<file path="src/design/qte_pkg.sv">
// ----------------------------------------------------------------------------
// qte_pkg
// Shared types, constants and tables for the quaternion-to-Euler IMU scaler.
// ----------------------------------------------------------------------------
package qte_pkg;

  // default configuration
  localparam int DEF_CORDIC_STEPS    = 16;
  localparam int DEF_ANGLE_FRAC_BITS = 8;

  // datapath widths
  localparam int VEC_W   = 40;   // CORDIC x/y
  localparam int ANG_W   = 36;   // Q30 radian accumulator
  localparam int RAD_W   = 61;   // isqrt radicand
  localparam int ROOT_W  = 32;   // isqrt result
  localparam int ROOT_STEPS = 31; // result bits produced, one per cycle
  localparam int OUT_ANG_W  = 17;

  // beat layouts
  localparam int S_DATA_W = 256;
  localparam int M_DATA_W = 184;

  localparam logic signed [ANG_W-1:0] PI_Q30 = 36'sd3373259426;

  // gyro scaling: q = (mag*40 + 20) / 41 via reciprocal
  localparam logic [21:0] RATE_RECIP = 22'd3273604;
  localparam int          RATE_SHIFT = 27;

  // unit status between sequencer and shared units
  typedef struct packed {
    logic busy;
    logic done;
  } qte_stat_t;

  // rounded atan(2^-i) in Q30 radians
  function automatic logic signed [ANG_W-1:0] atan_q30(input logic [4:0] i);
    logic signed [ANG_W-1:0] v;
    case (i)
      5'd0:  v = 36'sd843314857;
      5'd1:  v = 36'sd497837829;
      5'd2:  v = 36'sd263043837;
      5'd3:  v = 36'sd133525159;
      5'd4:  v = 36'sd67021687;
      5'd5:  v = 36'sd33543516;
      5'd6:  v = 36'sd16775851;
      5'd7:  v = 36'sd8388437;
      5'd8:  v = 36'sd4194283;
      5'd9:  v = 36'sd2097149;
      5'd10: v = 36'sd1048576;
      5'd11: v = 36'sd524288;
      5'd12: v = 36'sd262144;
      5'd13: v = 36'sd131072;
      5'd14: v = 36'sd65536;
      5'd15: v = 36'sd32768;
      5'd16: v = 36'sd16384;
      5'd17: v = 36'sd8192;
      5'd18: v = 36'sd4096;
      5'd19: v = 36'sd2048;
      5'd20: v = 36'sd1024;
      5'd21: v = 36'sd512;
      5'd22: v = 36'sd256;
      5'd23: v = 36'sd128;
      default: v = '0;
    endcase
    return v;
  endfunction

endpackage

</file>
<file path="src/design/qte_cordic.sv">
// ----------------------------------------------------------------------------
// qte_cordic
// Vectoring CORDIC, one micro-rotation per cycle; returns atan2(y, x) in Q30.
// ----------------------------------------------------------------------------
module qte_cordic
  import qte_pkg::*;
#(
  parameter int STEPS = DEF_CORDIC_STEPS
) (
  input  logic                    clk,
  input  logic                    rst,
  input  logic                    start,
  input  logic signed [VEC_W-1:0] y_in,
  input  logic signed [VEC_W-1:0] x_in,
  output logic signed [ANG_W-1:0] angle,
  output qte_stat_t               stat
);

  localparam int CNW = $clog2(STEPS);

  logic signed [VEC_W-1:0] x, y, xs, ys;
  logic [CNW-1:0]          cnt;

  assign xs = x >>> cnt;
  assign ys = y >>> cnt;

  // control
  always_ff @(posedge clk) begin
    if (rst) begin
      stat <= '0;
      cnt  <= '0;
    end else begin
      stat.done <= 1'b0;
      if (start) begin
        stat.busy <= 1'b1;
        cnt       <= '0;
      end else if (stat.busy) begin
        cnt <= cnt + 1'b1;
        if (cnt == CNW'(STEPS - 1)) begin
          stat.busy <= 1'b0;
          stat.done <= 1'b1;
        end
      end
    end
  end

  // rotation datapath; left half-plane folded by negation
  always_ff @(posedge clk) begin
    if (start) begin
      if (x_in < 0) begin
        angle <= (y_in >= 0) ? PI_Q30 : -PI_Q30;
        x     <= -x_in;
        y     <= -y_in;
      end else begin
        angle <= '0;
        x     <= x_in;
        y     <= y_in;
      end
    end else if (stat.busy) begin
      if (y >= 0) begin
        x     <= x + ys;
        y     <= y - xs;
        angle <= angle + atan_q30(5'(cnt));
      end else begin
        x     <= x - ys;
        y     <= y + xs;
        angle <= angle - atan_q30(5'(cnt));
      end
    end
  end

endmodule

</file>
<file path="config.mk">
export PLATFORM = sky130hd
export DESIGN_NAME = qte_cordic
export DESIGN_NICKNAME = d
export VERILOG_FILES = /design/src/design/qte_pkg.sv /design/src/design/qte_cordic.sv
export SDC_FILE = /design/constraint.sdc
export NUM_CORES = 1
export LEC_CHECK = 0
export CAP_MARGIN = 20
export CORE_AREA = 2 2 227 229
export DETAILED_ROUTE_END_ITERATION = 6
export DIE_AREA = 0 0 229 231
export DONT_BUFFER_PORTS = 1
export HOLD_SLACK_MARGIN = 0.02
export PLACE_DENSITY = 0.54
export SLEW_MARGIN = 15
export SYNTH_ARGS = -nofsm -noshare
export SYNTH_HDL_FRONTEND = slang
export SYNTH_SLANG_ARGS = --single-unit
</file>
<file path="constraint.sdc">
create_clock -name clk -period 7.97 [get_ports clk]
set_clock_uncertainty 0.2 [all_clocks]
set_input_delay 0.3985 -clock clk [delete_from_list [all_inputs] [get_ports clk]]
set_output_delay 0.3985 -clock clk [all_outputs]
set_load 0.05 [all_outputs]
</file>
==> run metrics <==
max incr delay on CP around 0.93 ns; number of violations reported at the end of detailed-routing iteration 0 between 1k and 1.5k; adder and majority cell fraction of the synthesized area under 10%; number of levels in the clock H-tree 4; detailed-route DRC error count 2; clock latency on the worst-skew pair approximately 0.49 ns; violations in the final reports design-rule violations; synthesized instance count 2471; count of buffering cells on the critical path with inverters included 1; WL final 64440 um; RD Place Congestion between 0.8 and 0.9; first-pass iteration count of the detailed router 7; Yosys warning total 0; hold-critical path depth 2; met1 wire length roughly 27000 um; antenna violations before repair 1; share of flip-flops with an asynchronous set or reset 0%; Util after Layout between 40% and 50%; CTS tree yes; Congestion Overflow GR 0; sequential fraction of the synthesis area between 20% and 30%; met3 layer wire length in the routed design between 3000 and 4000 um; ordered cell list for the critical path buf_4 -> mux2_2 -> mux2i_1 -> nor2_1 -> a211oi_1 -> a31o_2 -> ha_1 -> a21boi_1 -> nand4_1 -> o21ai_0 -> xor2_1 -> ha_1 -> and2_1 -> and3_1 -> nand4_1 -> nand4b_1 -> o221ai_1 -> a21boi_0 -> a21oi_1 -> or3b_2 -> a41oi_1; maximum count of clock buffers along a single path 2; post-synthesis net count 2688; width of the die approximately 230 um; clock sink total 150; placement-stage cell area 0.02088 sq mm; unrepaired setup endpoints after global routing no; FF-to-FF Start cnt[1]; fraction of the mapped netlist area in compound gates 23.30%; number of vias in the routed layout 19.06k; final standard cell area without fillers about 0.022 sq mm; highest clock frequency the design can meet approximately 150 MHz; number of max-cap violations 0; total clock buffers created by CTS 17; number of endpoints failing setup at the final stage 0; filler instances between 5k and 6k; maximum net fanout on the critical path 57; number of antenna cells inserted 0; pin slew with the least headroom to its limit roughly 1.1 ns; overall fraction of global-route tracks in use between 20% and 30%; cell at the root of the clock tree sky130_fd_sc_hd__clkbuf_16; area used by multi-input combinational logic ~0.016 sq mm; path class of the lowest-slack min-delay path input port to flop; cell family contributing the most delay on the critical path compound AO/OA/AOI/OAI gates; Rows 83; met2 wire length about 32000 um; core area 0.05068 sq mm; Worst Hold End x[2]; simple-gate area share of the yosys netlist a little under a fifth; pin count of the biggest net entering global routing around 130; dominant combinational cell family by area after synthesis compound AO/OA/AOI/OAI gates; I/O pins ~120; Mean Syn Cell Area 8.291 sq um; Die Y-Extent roughly 230 um; area of the die between 0.05 and 0.06 sq mm; post-synthesis mux area share between 10% and 20%; result of the run finished with violations; r2r worst-path depth 21; class of the most critical setup path flop to flop; number of hold violations in the final report 0; number of nets in the finished design 2642; max_slew headroom between 20 and 30%; Worst R2R End y[38]; area delta synth->final 7.299%; clock-pin transition on the worst setup and hold timing paths 0.07 ns; share of layout cells above drive strength 1 under 10%; post-synthesis instance area between 0.02 and 0.025 sq mm; count of port buffers added during placement 0; Via density 6.113; dominant register cell in the synthesized netlist sky130_fd_sc_hd__edfxtp_1; Detail Route Antenna Nets 0; flops & latches, synth 150; number of slew-limit violations in the final report 0; number of global-route vias before repair around 19k; top layer reached by signal wires met4; Final Critical Period ~6.8 ns; CP endpoint kind flop; data arrival time at the worst-slack endpoint 6.92 ns; number of enable-type register cells in the synthesized netlist 116; initial cell density of the core 40.42%; slowest cell on the critical path sky130_fd_sc_hd__dfxtp_4; startpoint kind of the worst setup timing path flop; Post-Route Setup TNS 0 ns; XOR/XNOR Fraction of Synth Area 11.33%; global-route wire length before repair around 100000 um; Final period util between 80% and 90%; worst setup slack for register-to-register paths ~1.2 ns; Final HPWL DP about 48000 um; min-delay src x_in[2]; number of distinct library cells after synthesis 95; required time of the critical path about 8.1 ns; per-cell routed wire length slightly above 20 um; total area of sequential cells 0.004177 sq mm; buffers inserted by post-CTS timing repair 0
final cells by class:
cell class | count | area share (%)
clock inverter | 10 | 0.4098
clock buffer | 22 | 2.260
timing repair buffer | 66 | 2.960
multi-input combinational | 2133 | 70.53
sequential | 150 | 19.00
tap | 680 | 3.871
inverter | 57 | 0.9734
metrics by stage:
step           setup slack (ns)  instances  hold WS, ns
2_1_floorplan             1.713       2471       0.2709
3_3_place_gp              1.306       3036       0.2735
3_5_place_dp              1.220       3036       0.2754
4_1_cts                   1.195       3118      0.02042
5_1_grt                  0.3190       3118      0.04593
6_report                  1.183       3118      0.04967
metal layers:
| metal | vias up | track usage, % |
|---|---|---|
| li1 | 9164 | - |
| met1 | 9258 | 29.49 |
| met2 | 517 | 43.16 |
| met3 | 120 | 3.854 |
| met4 | 0 | 9.862 |
| met5 | - | 0 |
logic make-up (layout without fill, tap and decap cells):
group	after synthesis	after routing
AO/OA/AOI/OAI	755	755
XOR/XNOR	265	265
adder cells (fa/ha/maj)	134	134
buffers and inverters	188	155
flip-flops	150	150
multiplexers	202	202
AND/OR/NAND/NOR	777	777
worst max-delay path by stage:
stage                 from  endpoint  slack [ns]  cells past startpoint
floorplan           cnt[0]     y[38]        1.71                     25
global placement    cnt[1]     y[38]        1.31                     22
detailed placement  cnt[1]     y[38]        1.22                     22
CTS                 cnt[1]     y[38]        1.20                     22
global route        cnt[1]     y[38]        0.32                     22
finish              cnt[1]     y[38]        1.18                     21
what timing repair did:
item                      in CTS  in global routing
gates resized for setup        0                  0
hold buffers                  50                  0
hold endpoints to repair      97                  0
synthesized netlist by cell type, types with 7 or more instances:
cell type / instances / share of area (%)
sky130_fd_sc_hd__nor4_1: 8 / 0.24
sky130_fd_sc_hd__o21a_1: 17 / 0.62
sky130_fd_sc_hd__a31o_2: 8 / 0.34
sky130_fd_sc_hd__or2_2: 19 / 0.58
sky130_fd_sc_hd__buf_1: 16 / 0.29
sky130_fd_sc_hd__or2_1: 8 / 0.24
sky130_fd_sc_hd__or3_1: 23 / 0.70
sky130_fd_sc_hd__buf_2: 22 / 0.54
sky130_fd_sc_hd__ha_1: 131 / 8.0
sky130_fd_sc_hd__nor2b_1: 26 / 0.79
sky130_fd_sc_hd__inv_1: 56 / 1.0
sky130_fd_sc_hd__nand2b_1: 22 / 0.67
sky130_fd_sc_hd__o21ai_0: 223 / 5.4
sky130_fd_sc_hd__mux2_2: 38 / 2.1
sky130_fd_sc_hd__a21boi_0: 11 / 0.40
sky130_fd_sc_hd__dfxtp_1: 34 / 3.3
sky130_fd_sc_hd__nor2_1: 173 / 3.2
sky130_fd_sc_hd__buf_6: 7 / 0.38
sky130_fd_sc_hd__and3_1: 22 / 0.67
sky130_fd_sc_hd__o21ai_1: 15 / 0.37
sky130_fd_sc_hd__xor2_1: 115 / 4.9
sky130_fd_sc_hd__o31ai_1: 43 / 1.6
sky130_fd_sc_hd__mux4_2: 65 / 7.1
sky130_fd_sc_hd__xnor2_1: 150 / 6.4
sky130_fd_sc_hd__clkbuf_1: 79 / 1.4
sky130_fd_sc_hd__o211ai_1: 16 / 0.59
sky130_fd_sc_hd__and2_1: 20 / 0.61
sky130_fd_sc_hd__a31oi_1: 24 / 0.73
sky130_fd_sc_hd__or4_1: 15 / 0.55
sky130_fd_sc_hd__nand2_1: 288 / 5.3
sky130_fd_sc_hd__nand3_1: 55 / 1.3
sky130_fd_sc_hd__mux2i_1: 86 / 4.2
sky130_fd_sc_hd__a21oi_1: 185 / 4.5
sky130_fd_sc_hd__nor3b_1: 7 / 0.26
sky130_fd_sc_hd__o41ai_1: 15 / 0.64
sky130_fd_sc_hd__a211o_1: 8 / 0.34
sky130_fd_sc_hd__o21bai_1: 17 / 0.62
sky130_fd_sc_hd__a21o_1: 47 / 1.7
sky130_fd_sc_hd__o22ai_1: 16 / 0.49
sky130_fd_sc_hd__a41oi_1: 8 / 0.34
sky130_fd_sc_hd__nor3_1: 35 / 0.86
sky130_fd_sc_hd__edfxtp_1: 116 / 17
sky130_fd_sc_hd__nand4_1: 24 / 0.73
sky130_fd_sc_hd__a211oi_1: 27 / 0.99
worst reg2reg max path, stage by stage, from the launching register on:
cell                       delay, ns
sky130_fd_sc_hd__dfxtp_4        0.93
sky130_fd_sc_hd__buf_4          0.40
sky130_fd_sc_hd__mux2_2         0.38
sky130_fd_sc_hd__mux2i_1        0.22
sky130_fd_sc_hd__nor2_1         0.07
sky130_fd_sc_hd__a211oi_1       0.28
sky130_fd_sc_hd__a31o_2         0.17
sky130_fd_sc_hd__ha_1           0.15
sky130_fd_sc_hd__a21boi_1       0.30
sky130_fd_sc_hd__nand4_1        0.37
sky130_fd_sc_hd__o21ai_0        0.32
sky130_fd_sc_hd__xor2_1         0.10
sky130_fd_sc_hd__ha_1           0.37
sky130_fd_sc_hd__and2_1         0.16
sky130_fd_sc_hd__and3_1         0.18
sky130_fd_sc_hd__nand4_1        0.14
sky130_fd_sc_hd__nand4b_1       0.27
sky130_fd_sc_hd__o221ai_1       0.21
sky130_fd_sc_hd__a21boi_0       0.53
sky130_fd_sc_hd__a21oi_1        0.20
sky130_fd_sc_hd__or3b_2         0.48
sky130_fd_sc_hd__a41oi_1        0.21
cells in the final DEF (no fill, tap or decap), drive strengths merged, types with 9 or more instances in the layout:
cell	n
a221oi	9
a21boi	15
o21ai	238
o211ai	16
ha	131
dfxtp	34
o21bai	17
or2	27
o22ai	17
xnor2	150
a31oi	24
dlygate4sd3	49
nor3	36
o21a	17
inv	59
nand2b	22
buf	17
nand3	55
edfxtp	116
clkbuf	22
nor2b	26
or4	15
xor2	115
nand2	288
nand4	26
a21o	47
mux2	44
and3	22
and2	20
nor2	174
a21oi	186
a211oi	27
o31ai	44
or3	23
o41ai	15
mux4	70
mux2i	88
Power is not shown: default switching activity piles up to over one toggle a cycle in this logic, so the estimate is an artifact.
