--- src/design/qte_pkg.sv ---
// ----------------------------------------------------------------------------
// qte_pkg
// Shared types, constants and tables for the quaternion-to-Euler IMU scaler.
// ----------------------------------------------------------------------------
package qte_pkg;

  // default configuration
  localparam int DEF_CORDIC_STEPS    = 16;
  localparam int DEF_ANGLE_FRAC_BITS = 8;

  // datapath widths
  localparam int VEC_W   = 40;   // CORDIC x/y
  localparam int ANG_W   = 36;   // Q30 radian accumulator
  localparam int RAD_W   = 61;   // isqrt radicand
  localparam int ROOT_W  = 32;   // isqrt result
  localparam int ROOT_STEPS = 31; // result bits produced, one per cycle
  localparam int OUT_ANG_W  = 17;

  // beat layouts
  localparam int S_DATA_W = 256;
  localparam int M_DATA_W = 184;

  localparam logic signed [ANG_W-1:0] PI_Q30 = 36'sd3373259426;

  // gyro scaling: q = (mag*40 + 20) / 41 via reciprocal
  localparam logic [21:0] RATE_RECIP = 22'd3273604;
  localparam int          RATE_SHIFT = 27;

  // unit status between sequencer and shared units
  typedef struct packed {
    logic busy;
    logic done;
  } qte_stat_t;

  // rounded atan(2^-i) in Q30 radians
  function automatic logic signed [ANG_W-1:0] atan_q30(input logic [4:0] i);
    logic signed [ANG_W-1:0] v;
    case (i)
      5'd0:  v = 36'sd843314857;
      5'd1:  v = 36'sd497837829;
      5'd2:  v = 36'sd263043837;
      5'd3:  v = 36'sd133525159;
      5'd4:  v = 36'sd67021687;
      5'd5:  v = 36'sd33543516;
      5'd6:  v = 36'sd16775851;
      5'd7:  v = 36'sd8388437;
      5'd8:  v = 36'sd4194283;
      5'd9:  v = 36'sd2097149;
      5'd10: v = 36'sd1048576;
      5'd11: v = 36'sd524288;
      5'd12: v = 36'sd262144;
      5'd13: v = 36'sd131072;
      5'd14: v = 36'sd65536;
      5'd15: v = 36'sd32768;
      5'd16: v = 36'sd16384;
      5'd17: v = 36'sd8192;
      5'd18: v = 36'sd4096;
      5'd19: v = 36'sd2048;
      5'd20: v = 36'sd1024;
      5'd21: v = 36'sd512;
      5'd22: v = 36'sd256;
      5'd23: v = 36'sd128;
      default: v = '0;
    endcase
    return v;
  endfunction

endpackage

--- src/design/qte_isqrt.sv ---
// ----------------------------------------------------------------------------
// qte_isqrt
// Iterative integer square root, one result bit per cycle.
// ----------------------------------------------------------------------------
module qte_isqrt
  import qte_pkg::*;
(
  input  logic              clk,
  input  logic              rst,
  input  logic              start,
  input  logic [RAD_W-1:0]  radicand,
  output logic [ROOT_W-1:0] root,
  output qte_stat_t         stat
);

  logic [RAD_W-1:0] rem;
  logic [RAD_W:0]   acc;
  logic [4:0]       j;
  logic [RAD_W:0]   bit_w;
  logic [RAD_W:0]   trial;

  // current trial bit is 4^j
  assign bit_w = (RAD_W+1)'(1) << {j, 1'b0};
  assign trial = acc + bit_w;
  assign root  = acc[ROOT_W-1:0];

  // control
  always_ff @(posedge clk) begin
    if (rst) begin
      stat <= '0;
      j    <= '0;
    end else begin
      stat.done <= 1'b0;
      if (start) begin
        stat.busy <= 1'b1;
        j         <= 5'(ROOT_STEPS - 1);
      end else if (stat.busy) begin
        if (j == 5'd0) begin
          stat.busy <= 1'b0;
          stat.done <= 1'b1;
        end else begin
          j <= j - 5'd1;
        end
      end
    end
  end

  // restoring root step
  always_ff @(posedge clk) begin
    if (start) begin
      rem <= radicand;
      acc <= '0;
    end else if (stat.busy) begin
      if ({1'b0, rem} >= trial) begin
        rem <= rem - trial[RAD_W-1:0];
        acc <= (acc >> 1) + bit_w;
      end else begin
        acc <= acc >> 1;
      end
    end
  end

endmodule

--- config.mk ---
export PLATFORM = sky130hd
export DESIGN_NAME = qte_isqrt
export DESIGN_NICKNAME = d
export VERILOG_FILES = /design/src/design/qte_pkg.sv /design/src/design/qte_isqrt.sv
export SDC_FILE = /design/constraint.sdc
export NUM_CORES = 1
export LEC_CHECK = 0
export BUFFER_PORTS_ARGS = -buffer_cell sky130_fd_sc_hd__buf_2
export CAP_MARGIN = 15
export CORE_ASPECT_RATIO = 1.4
export CORE_MARGIN = 2
export CORE_UTILIZATION = 57
export DETAILED_ROUTE_END_ITERATION = 8
export GPL_TIMING_DRIVEN = 0
export PLACE_DENSITY = 0.82
export SYNTH_ARGS = -nofsm -noshare
export SYNTH_HDL_FRONTEND = slang
export SYNTH_SLANG_ARGS = --single-unit
--- constraint.sdc ---
create_clock -name clk -period 10.5 [get_ports clk]
set_clock_uncertainty 0.2 [all_clocks]
set_input_delay 1.05 -clock clk [delete_from_list [all_inputs] [get_ports clk]]
set_output_delay 1.05 -clock clk [all_outputs]
set_load 0.1 [all_outputs]
==> results of run 1 <==
## layout make-up
| class | count | share of cell area |
|---|---|---|
| Tap cell | 315 | 0.0253 |
| Clock inverter | 8 | 0.00386 |
| Sequential cell | 130 | 0.206 |
| Clock buffer | 24 | 0.0351 |
| Multi-Input combinational cell | 1533 | 0.642 |
| Buffer | 147 | 0.0452 |
| Inverter | 37 | 0.00892 |
| Timing Repair Buffer | 98 | 0.0334 |
## Yosys cell counts, drive strengths merged, types with 4 or more instances
| library cell | n |
|---|---|
| o32ai | 7 |
| clkbuf | 97 |
| a21boi | 9 |
| nor4 | 11 |
| a221oi | 6 |
| a21oi | 131 |
| nand3 | 40 |
| o21bai | 23 |
| a2111oi | 9 |
| o21a | 16 |
| o221ai | 7 |
| edfxtp | 61 |
| maj3 | 9 |
| dfxtp | 69 |
| a31o | 15 |
| inv | 36 |
| a211oi | 37 |
| and4 | 7 |
| nor2 | 165 |
| a21o | 38 |
| o2111a | 4 |
| xnor2 | 96 |
| nor2b | 22 |
| o31a | 4 |
| a211o | 5 |
| buf | 50 |
| or3 | 14 |
| a311oi | 17 |
| and3b | 4 |
| and2 | 22 |
| o31ai | 11 |
| or2 | 6 |
| and3 | 16 |
| nor3b | 4 |
| nor3 | 25 |
| nand2b | 25 |
| o21ai | 169 |
| nand4 | 40 |
| ha | 118 |
| a31oi | 44 |
| xor2 | 75 |
| nand2 | 223 |
| o311a | 4 |
| o211ai | 13 |
## kinds of logic (layout without fill, tap and decap cells)
kind of cell,after synthesis,after routing
flops,130,130
mux,5,5
simple gates,637,637
compound gates,592,592
fa+ha+maj,128,128
xor+xnor,171,171
buf+inv,184,314
## path summary, 6_finish.rpt
path / startpoint / to / slack (ns) / cells after the start
min reg2reg: acc[0]$_SDFFE_PP0P_ / acc[0]$_SDFFE_PP0P_ / 0.34 / 2
min: acc[0]$_SDFFE_PP0P_ / acc[0]$_SDFFE_PP0P_ / 0.34 / 2
max reg2reg: j[3]$_SDFFE_PP0P_ / rem[31]$_DFFE_PP_ / 1.35 / 30
max: j[3]$_SDFFE_PP0P_ / rem[31]$_DFFE_PP_ / 1.35 / 30
## registers in the layout, indices dropped and copies added (netlist names)
signal and count:
stat 2, rem 61, acc 62, j 5
## cell usage in the layout (no fill, tap or decap), drive strengths merged, types with 5 or more instances in the layout
cell type,netlist,final
a2111oi,9,9
a211o,5,5
a211oi,37,37
a21boi,9,9
a21o,38,38
a21oi,131,131
a221oi,6,6
a311oi,17,17
a31o,15,15
a31oi,44,44
and2,22,22
and3,16,16
and4,7,7
buf,50,148
clkbuf,97,121
clkinv,1,5
dfxtp,69,69
edfxtp,61,61
ha,118,118
inv,36,39
maj3,9,9
nand2,223,223
nand2b,25,25
nand3,40,40
nand4,40,40
nor2,165,165
nor2b,22,22
nor3,25,25
nor4,11,11
o211ai,13,13
o21a,16,16
o21ai,169,169
o21bai,23,23
o221ai,7,7
o31ai,11,11
o32ai,7,7
or2,6,6
or3,14,14
xnor2,96,96
xor2,75,75
## power by group
part           switching [mW]  internal, mW  total [mW]
Combinational            1.20         0.691        1.90
Sequential             0.0746         0.691       0.766
Clock                   0.264         0.367       0.632
## metal layers
metal  up-vias  track usage  wire length (um)
met4         0        0.213              2760
met2       706        0.632             23200
met1      6974        0.435             18600
li1       6976            -                 -
met3       182       0.0631              3450
met5         -            0                 0
## stage by stage
step                TNS (ns)  area (um^2)  hold WS (ns)  power [mW]
finish                     0        15600         0.338        3.29
global route               0        15600         0.388        3.50
CTS                        0        15600         0.334        3.24
detailed placement         0        15000         0.324        2.61
global placement     -132.11        14900         0.321        2.57
floorplan                  0        14000         0.294        2.14
## worst reg2reg max path: cells and delay by family (launching register included)
family          cells  cell delay (ns)
flops               1             0.30
compound gates     11             3.89
buf+inv             7             1.66
fa+ha+maj           3             1.09
xor+xnor            1             0.11
simple gates        8             1.58
==> out/metrics.json, run 1 <==
{
  "outcome": {
    "outcome": "completed"
  },
  "clocking": {
    "cts-root-buf": "clkbuf_16",
    "clock_pin_slew_worst_setup_and_hold_paths_ns": 0.07,
    "tritoncts": "built",
    "ctsLongestPathBuffers": 2,
    "htreeDepth": 4,
    "post_cts_repair_timing_setup_buffer_count": 0,
    "clk_latency_ns": 0.45,
    "cts-resized-gates": 0,
    "cts_num_sinks": 130,
    "postCtsHoldBufs": 0,
    "tritoncts.num_buffers": 17
  },
  "drt": {
    "wl_per_cell_um": 20.9,
    "vias_per_cell": 6.47,
    "num_vias": 14800,
    "detailedRoute.firstPassIterationCount": 6,
    "drt_wl_total_mm": 48.0,
    "postRouteAntennaNets": 0,
    "drc_errors": 0,
    "drt_iter0_drc": 1437
  },
  "logic_synthesis": {
    "largest_family_of_logic_cells_by_synthesized_area": "compound AO/OA/AOI/OAI gates",
    "asyncSetResetFlopFracSynth": 0,
    "synthDominantAreaCellType": "edfxtp_1",
    "yosys-top-cells-area": "edfxtp_1, ha_1, dfxtp_1",
    "synth-edff-count": 61,
    "sequential_fraction_of_the_synthesis_area": 0.229,
    "xor_xnor_share_of_the_synthesized_area": 0.108,
    "post_synth_fa_ha_maj_area_fraction": 0.113,
    "ys_types": 83,
    "ys_dominant_reg_cell": "dfxtp_1",
    "synth.avg_cell_area_um2": 7.60,
    "synth_largest_type_area_fraction": 0.130,
    "synth_seq_cells": 130,
    "yosys_warnings": 0,
    "area_fraction_in_compound_gates_after_synthesis": 0.272,
    "yosys.area_share.simple": 0.214,
    "synthMuxAreaShare": 0.00374,
    "syn-cell-area_mm2": 0.0140,
    "syn_inst": 1847,
    "synth_nets": 2030
  },
  "sta": {
    "timing.slew.headroom": 0.236,
    "hold_viol": 0,
    "final_period_util": 0.872,
    "drv_slew": 0,
    "tightestPinTransition_ns": 1.15,
    "unrepaired_setup_endpoints_after_global_routing": "false",
    "setup_ws_ns": 1.35,
    "setup_viol_count_final": 0,
    "period_minus_slack_ns": 9.15,
    "maxClockFrequency_ghz": 0.109
  },
  "final_layout": {
    "nets": 2147,
    "drive_gt1_frac": 0.106,
    "utilization": 0.638,
    "nFillCells": 2177,
    "register_area_mm2": 0.00321,
    "num_antenna_cells": 0,
    "area.growth.synth_to_final_pct": 10.9,
    "area_taken_by_multi_input_logic_gates_mm2": 0.0100,
    "instances_no_fill": 2292
  },
  "job": {
    "total_of_max_cap_violations": 0
  },
  "power": {
    "power_density_mw_per_mm2": 211,
    "leakagePower_nw": 6.08,
    "irDropWorstVdd_mv": 0.142
  },
  "global_route": {
    "grt-ovfl-total": 0,
    "grt_pass1_wl_mm": 75.3,
    "gr-usage-all-layers": 0.371,
    "grt_pass1_vias": 14200,
    "antenna_found_initial": 0,
    "maximum_number_of_pins_on_one_net_before_global_route_repair": 29
  },
  "critical_path": {
    "critical_path_class": "reg -> reg",
    "critPathSlowestCell": "o211ai_1",
    "critical_path_sink_type": "flop",
    "cp_common_cell": "a21oi_1",
    "critPathTopFamily": "compound AO/OA/AOI/OAI gates",
    "timing.critical_path.fanout_max": 28,
    "crit_path_max_incr_delay_ns": 0.73,
    "worstPathBufferInverterCount": 7,
    "critical_path_arrival_ns": 9.09,
    "cp-start-kind": "flop",
    "cp_data_required_time_ns": 10.44
  },
  "floorplan": {
    "total_i_o_pin_count": 98,
    "fp.dieW_um": 137,
    "core_area_mm2": 0.0244,
    "dieHeight_um": 190,
    "initial_utilization": 0.575,
    "rows": 68,
    "dieArea_mm2": 0.0259
  },
  "worst_hold_path": {
    "hold_path_class": "reg -> reg"
  },
  "placed_design": {
    "post_detail_place_hpwl_mm": 36.5,
    "dp_worst_setup_slack_ns": 1.62,
    "place_inst": 2260,
    "io_buffer_count": 96,
    "routability_cong": 0.997
  }
}
(Power assumes the default switching activity.)
==> run 2, diff against run 1 <==
- CORE_MARGIN: 2 -> default
- CORE_UTILIZATION: 57 -> 52
- PLACE_DENSITY: 0.82 -> 0.76
- SETUP_SLACK_MARGIN: default -> 0.02
==> out/metrics.json, run 2 (synthesis gave the netlist of run 1 again) <==
{
  "outcome": {
    "outcome": "completed"
  },
  "global_route": {
    "grt_pass1_vias": 14300,
    "antenna_found_initial": 1,
    "grt_pass1_wl_mm": 76.1,
    "maximum_number_of_pins_on_one_net_before_global_route_repair": 28,
    "grt-ovfl-total": 0,
    "gr-usage-all-layers": 0.356
  },
  "worst_hold_path": {
    "holdCritStartpoint": "acc[0]$_SDFFE_PP0P_",
    "hold_path_class": "reg -> reg",
    "worst_hold_path.num_cells": 2,
    "min_delay_worst_endpoint": "acc[0]$_SDFFE_PP0P_"
  },
  "floorplan": {
    "dieHeight_um": 196,
    "fp.dieW_um": 141,
    "rows": 70,
    "core_area_mm2": 0.0264,
    "initial_utilization": 0.533,
    "dieArea_mm2": 0.0277,
    "total_i_o_pin_count": 98
  },
  "sta": {
    "whs_ns": 0.340,
    "setup_ws_ns": 1.26,
    "timing.slew.headroom": 0.278,
    "drv_slew": 0,
    "unrepaired_setup_endpoints_after_global_routing": "false",
    "setup_viol_count_final": 0,
    "period_minus_slack_ns": 9.24,
    "maxClockFrequency_ghz": 0.108,
    "hold_viol": 0,
    "tightestPinTransition_ns": 1.08,
    "final_period_util": 0.880
  },
  "placed_design": {
    "io_buffer_count": 96,
    "dp_worst_setup_slack_ns": 1.47,
    "post_detail_place_hpwl_mm": 37.9,
    "routability_cong": 0.975
  },
  "clocking": {
    "tritoncts.num_buffers": 17,
    "clock_pin_slew_worst_setup_and_hold_paths_ns": 0.06,
    "cts-resized-gates": 0,
    "tritoncts": "built",
    "cts-root-buf": "clkbuf_16",
    "htreeDepth": 4,
    "clk_latency_ns": 0.46,
    "post_cts_repair_timing_setup_buffer_count": 0,
    "ctsLongestPathBuffers": 2,
    "cts_num_sinks": 130,
    "postCtsHoldBufs": 0
  },
  "drt": {
    "num_vias": 14700,
    "drc_errors": 0,
    "detailedRoute.firstPassIterationCount": 5,
    "drt_iter0_drc": 1099,
    "vias_per_cell": 6.28,
    "drt_wl_total_mm": 49.0,
    "wl_per_cell_um": 21.0,
    "postRouteAntennaNets": 0
  },
  "critical_path": {
    "timing.critical_path.fanout_max": 27,
    "critical_path_class": "reg -> reg",
    "r2r_cells": 30,
    "crit_path_max_incr_delay_ns": 0.78,
    "cp-start-kind": "flop",
    "critical_path_arrival_ns": 9.18,
    "reg2reg_to": "rem[29]$_DFFE_PP_",
    "critical_path.reg2reg.startpoint": "j[3]$_SDFFE_PP0P_",
    "critical_path_sink_type": "flop",
    "critPathSlowestCell": "o211ai_1",
    "cp_common_cell": "a21oi_1",
    "cp_data_required_time_ns": 10.45,
    "reg2reg_setup_slack_ns": 1.26
  },
  "final_layout": {
    "reg_top3": "acc (62), rem (61), j (5)",
    "regMostFlops": "acc",
    "largest_reg_flops": 62,
    "nFillCells": 2525,
    "nets": 2147,
    "drive_gt1_frac": 0.107,
    "num_antenna_cells": 0,
    "layout.cells.most_common": "nand2_1",
    "utilization": 0.593,
    "mostFrequentLayoutCells": "nand2_1, nor2_1, o21ai_0",
    "area.growth.synth_to_final_pct": 11.3
  },
  "power": {
    "leakagePower_nw": 6.08,
    "irDropWorstVdd_mv": 0.122,
    "power_density_mw_per_mm2": 211
  },
  "job": {
    "total_of_max_cap_violations": 0
  }
}
[run 2: per-stage QoR]
step,power (mW),instance area [um^2],std cells,TNS [ns]
final,3.30,15600,2337,0
after global routing,3.50,15600,2337,0
after CTS,3.26,15600,2337,0
after detailed placement,2.63,15000,2305,0
after global placement,2.59,15000,2303,-148.53
after floorplan,2.14,14000,1847,0
[run 2: worst max-delay path, delay by kind of cell, from the launching register on]
kind | cells | cell delay (ns)
flops | 1 | 0.31
buf+inv | 7 | 1.67
xor+xnor | 1 | 0.11
simple gates | 8 | 1.58
compound gates | 11 | 3.94
fa+ha+maj | 3 | 1.05
[run 2: area by class of cell]
class                   instances  area [um^2]  share of cell area
plain buffers                 147          703              0.0450
flip-flops and latches        130         3210               0.206
clock inverters                 9         61.3             0.00392
multi-input cells            1533        10000               0.640
repair buffers                 98          520              0.0333
clock buffers                  23          543              0.0347
well taps                     360          450              0.0288
inverters                      37          139             0.00889
[run 2: per-layer routing]
metal	up-vias	track usage	wire length (um)
met5	-	0	10
met4	2	0.190	2490
met3	164	0.0496	3140
met2	634	0.636	24400
met1	6890	0.408	19000
li1	6977	-	-
[run 2: where the power goes]
part	internal (mW)	leakage (nW)	total, mW	switching (mW)
combinational	0.690	4.60	1.90	1.21
sequential	0.691	1.18	0.764	0.0730
clock	0.366	0.301	0.633	0.267
[run 2: worst max-delay path by stage]
stage	from	endpoint	slack, ns	cells past startpoint
2_1_floorplan	j[3]$_SDFFE_PP0P_	rem[0]$_DFFE_PP_	1.42	31
3_3_place_gp	j[3]$_SDFFE_PP0P_	rem[33]$_DFFE_PP_	-2.44	29
3_5_place_dp	j[3]$_SDFFE_PP0P_	rem[32]$_DFFE_PP_	1.47	30
4_1_cts	j[3]$_SDFFE_PP0P_	rem[29]$_DFFE_PP_	1.43	30
5_1_grt	j[3]$_SDFFE_PP0P_	rem[29]$_DFFE_PP_	0.91	30
6_report	j[3]$_SDFFE_PP0P_	rem[29]$_DFFE_PP_	1.26	30
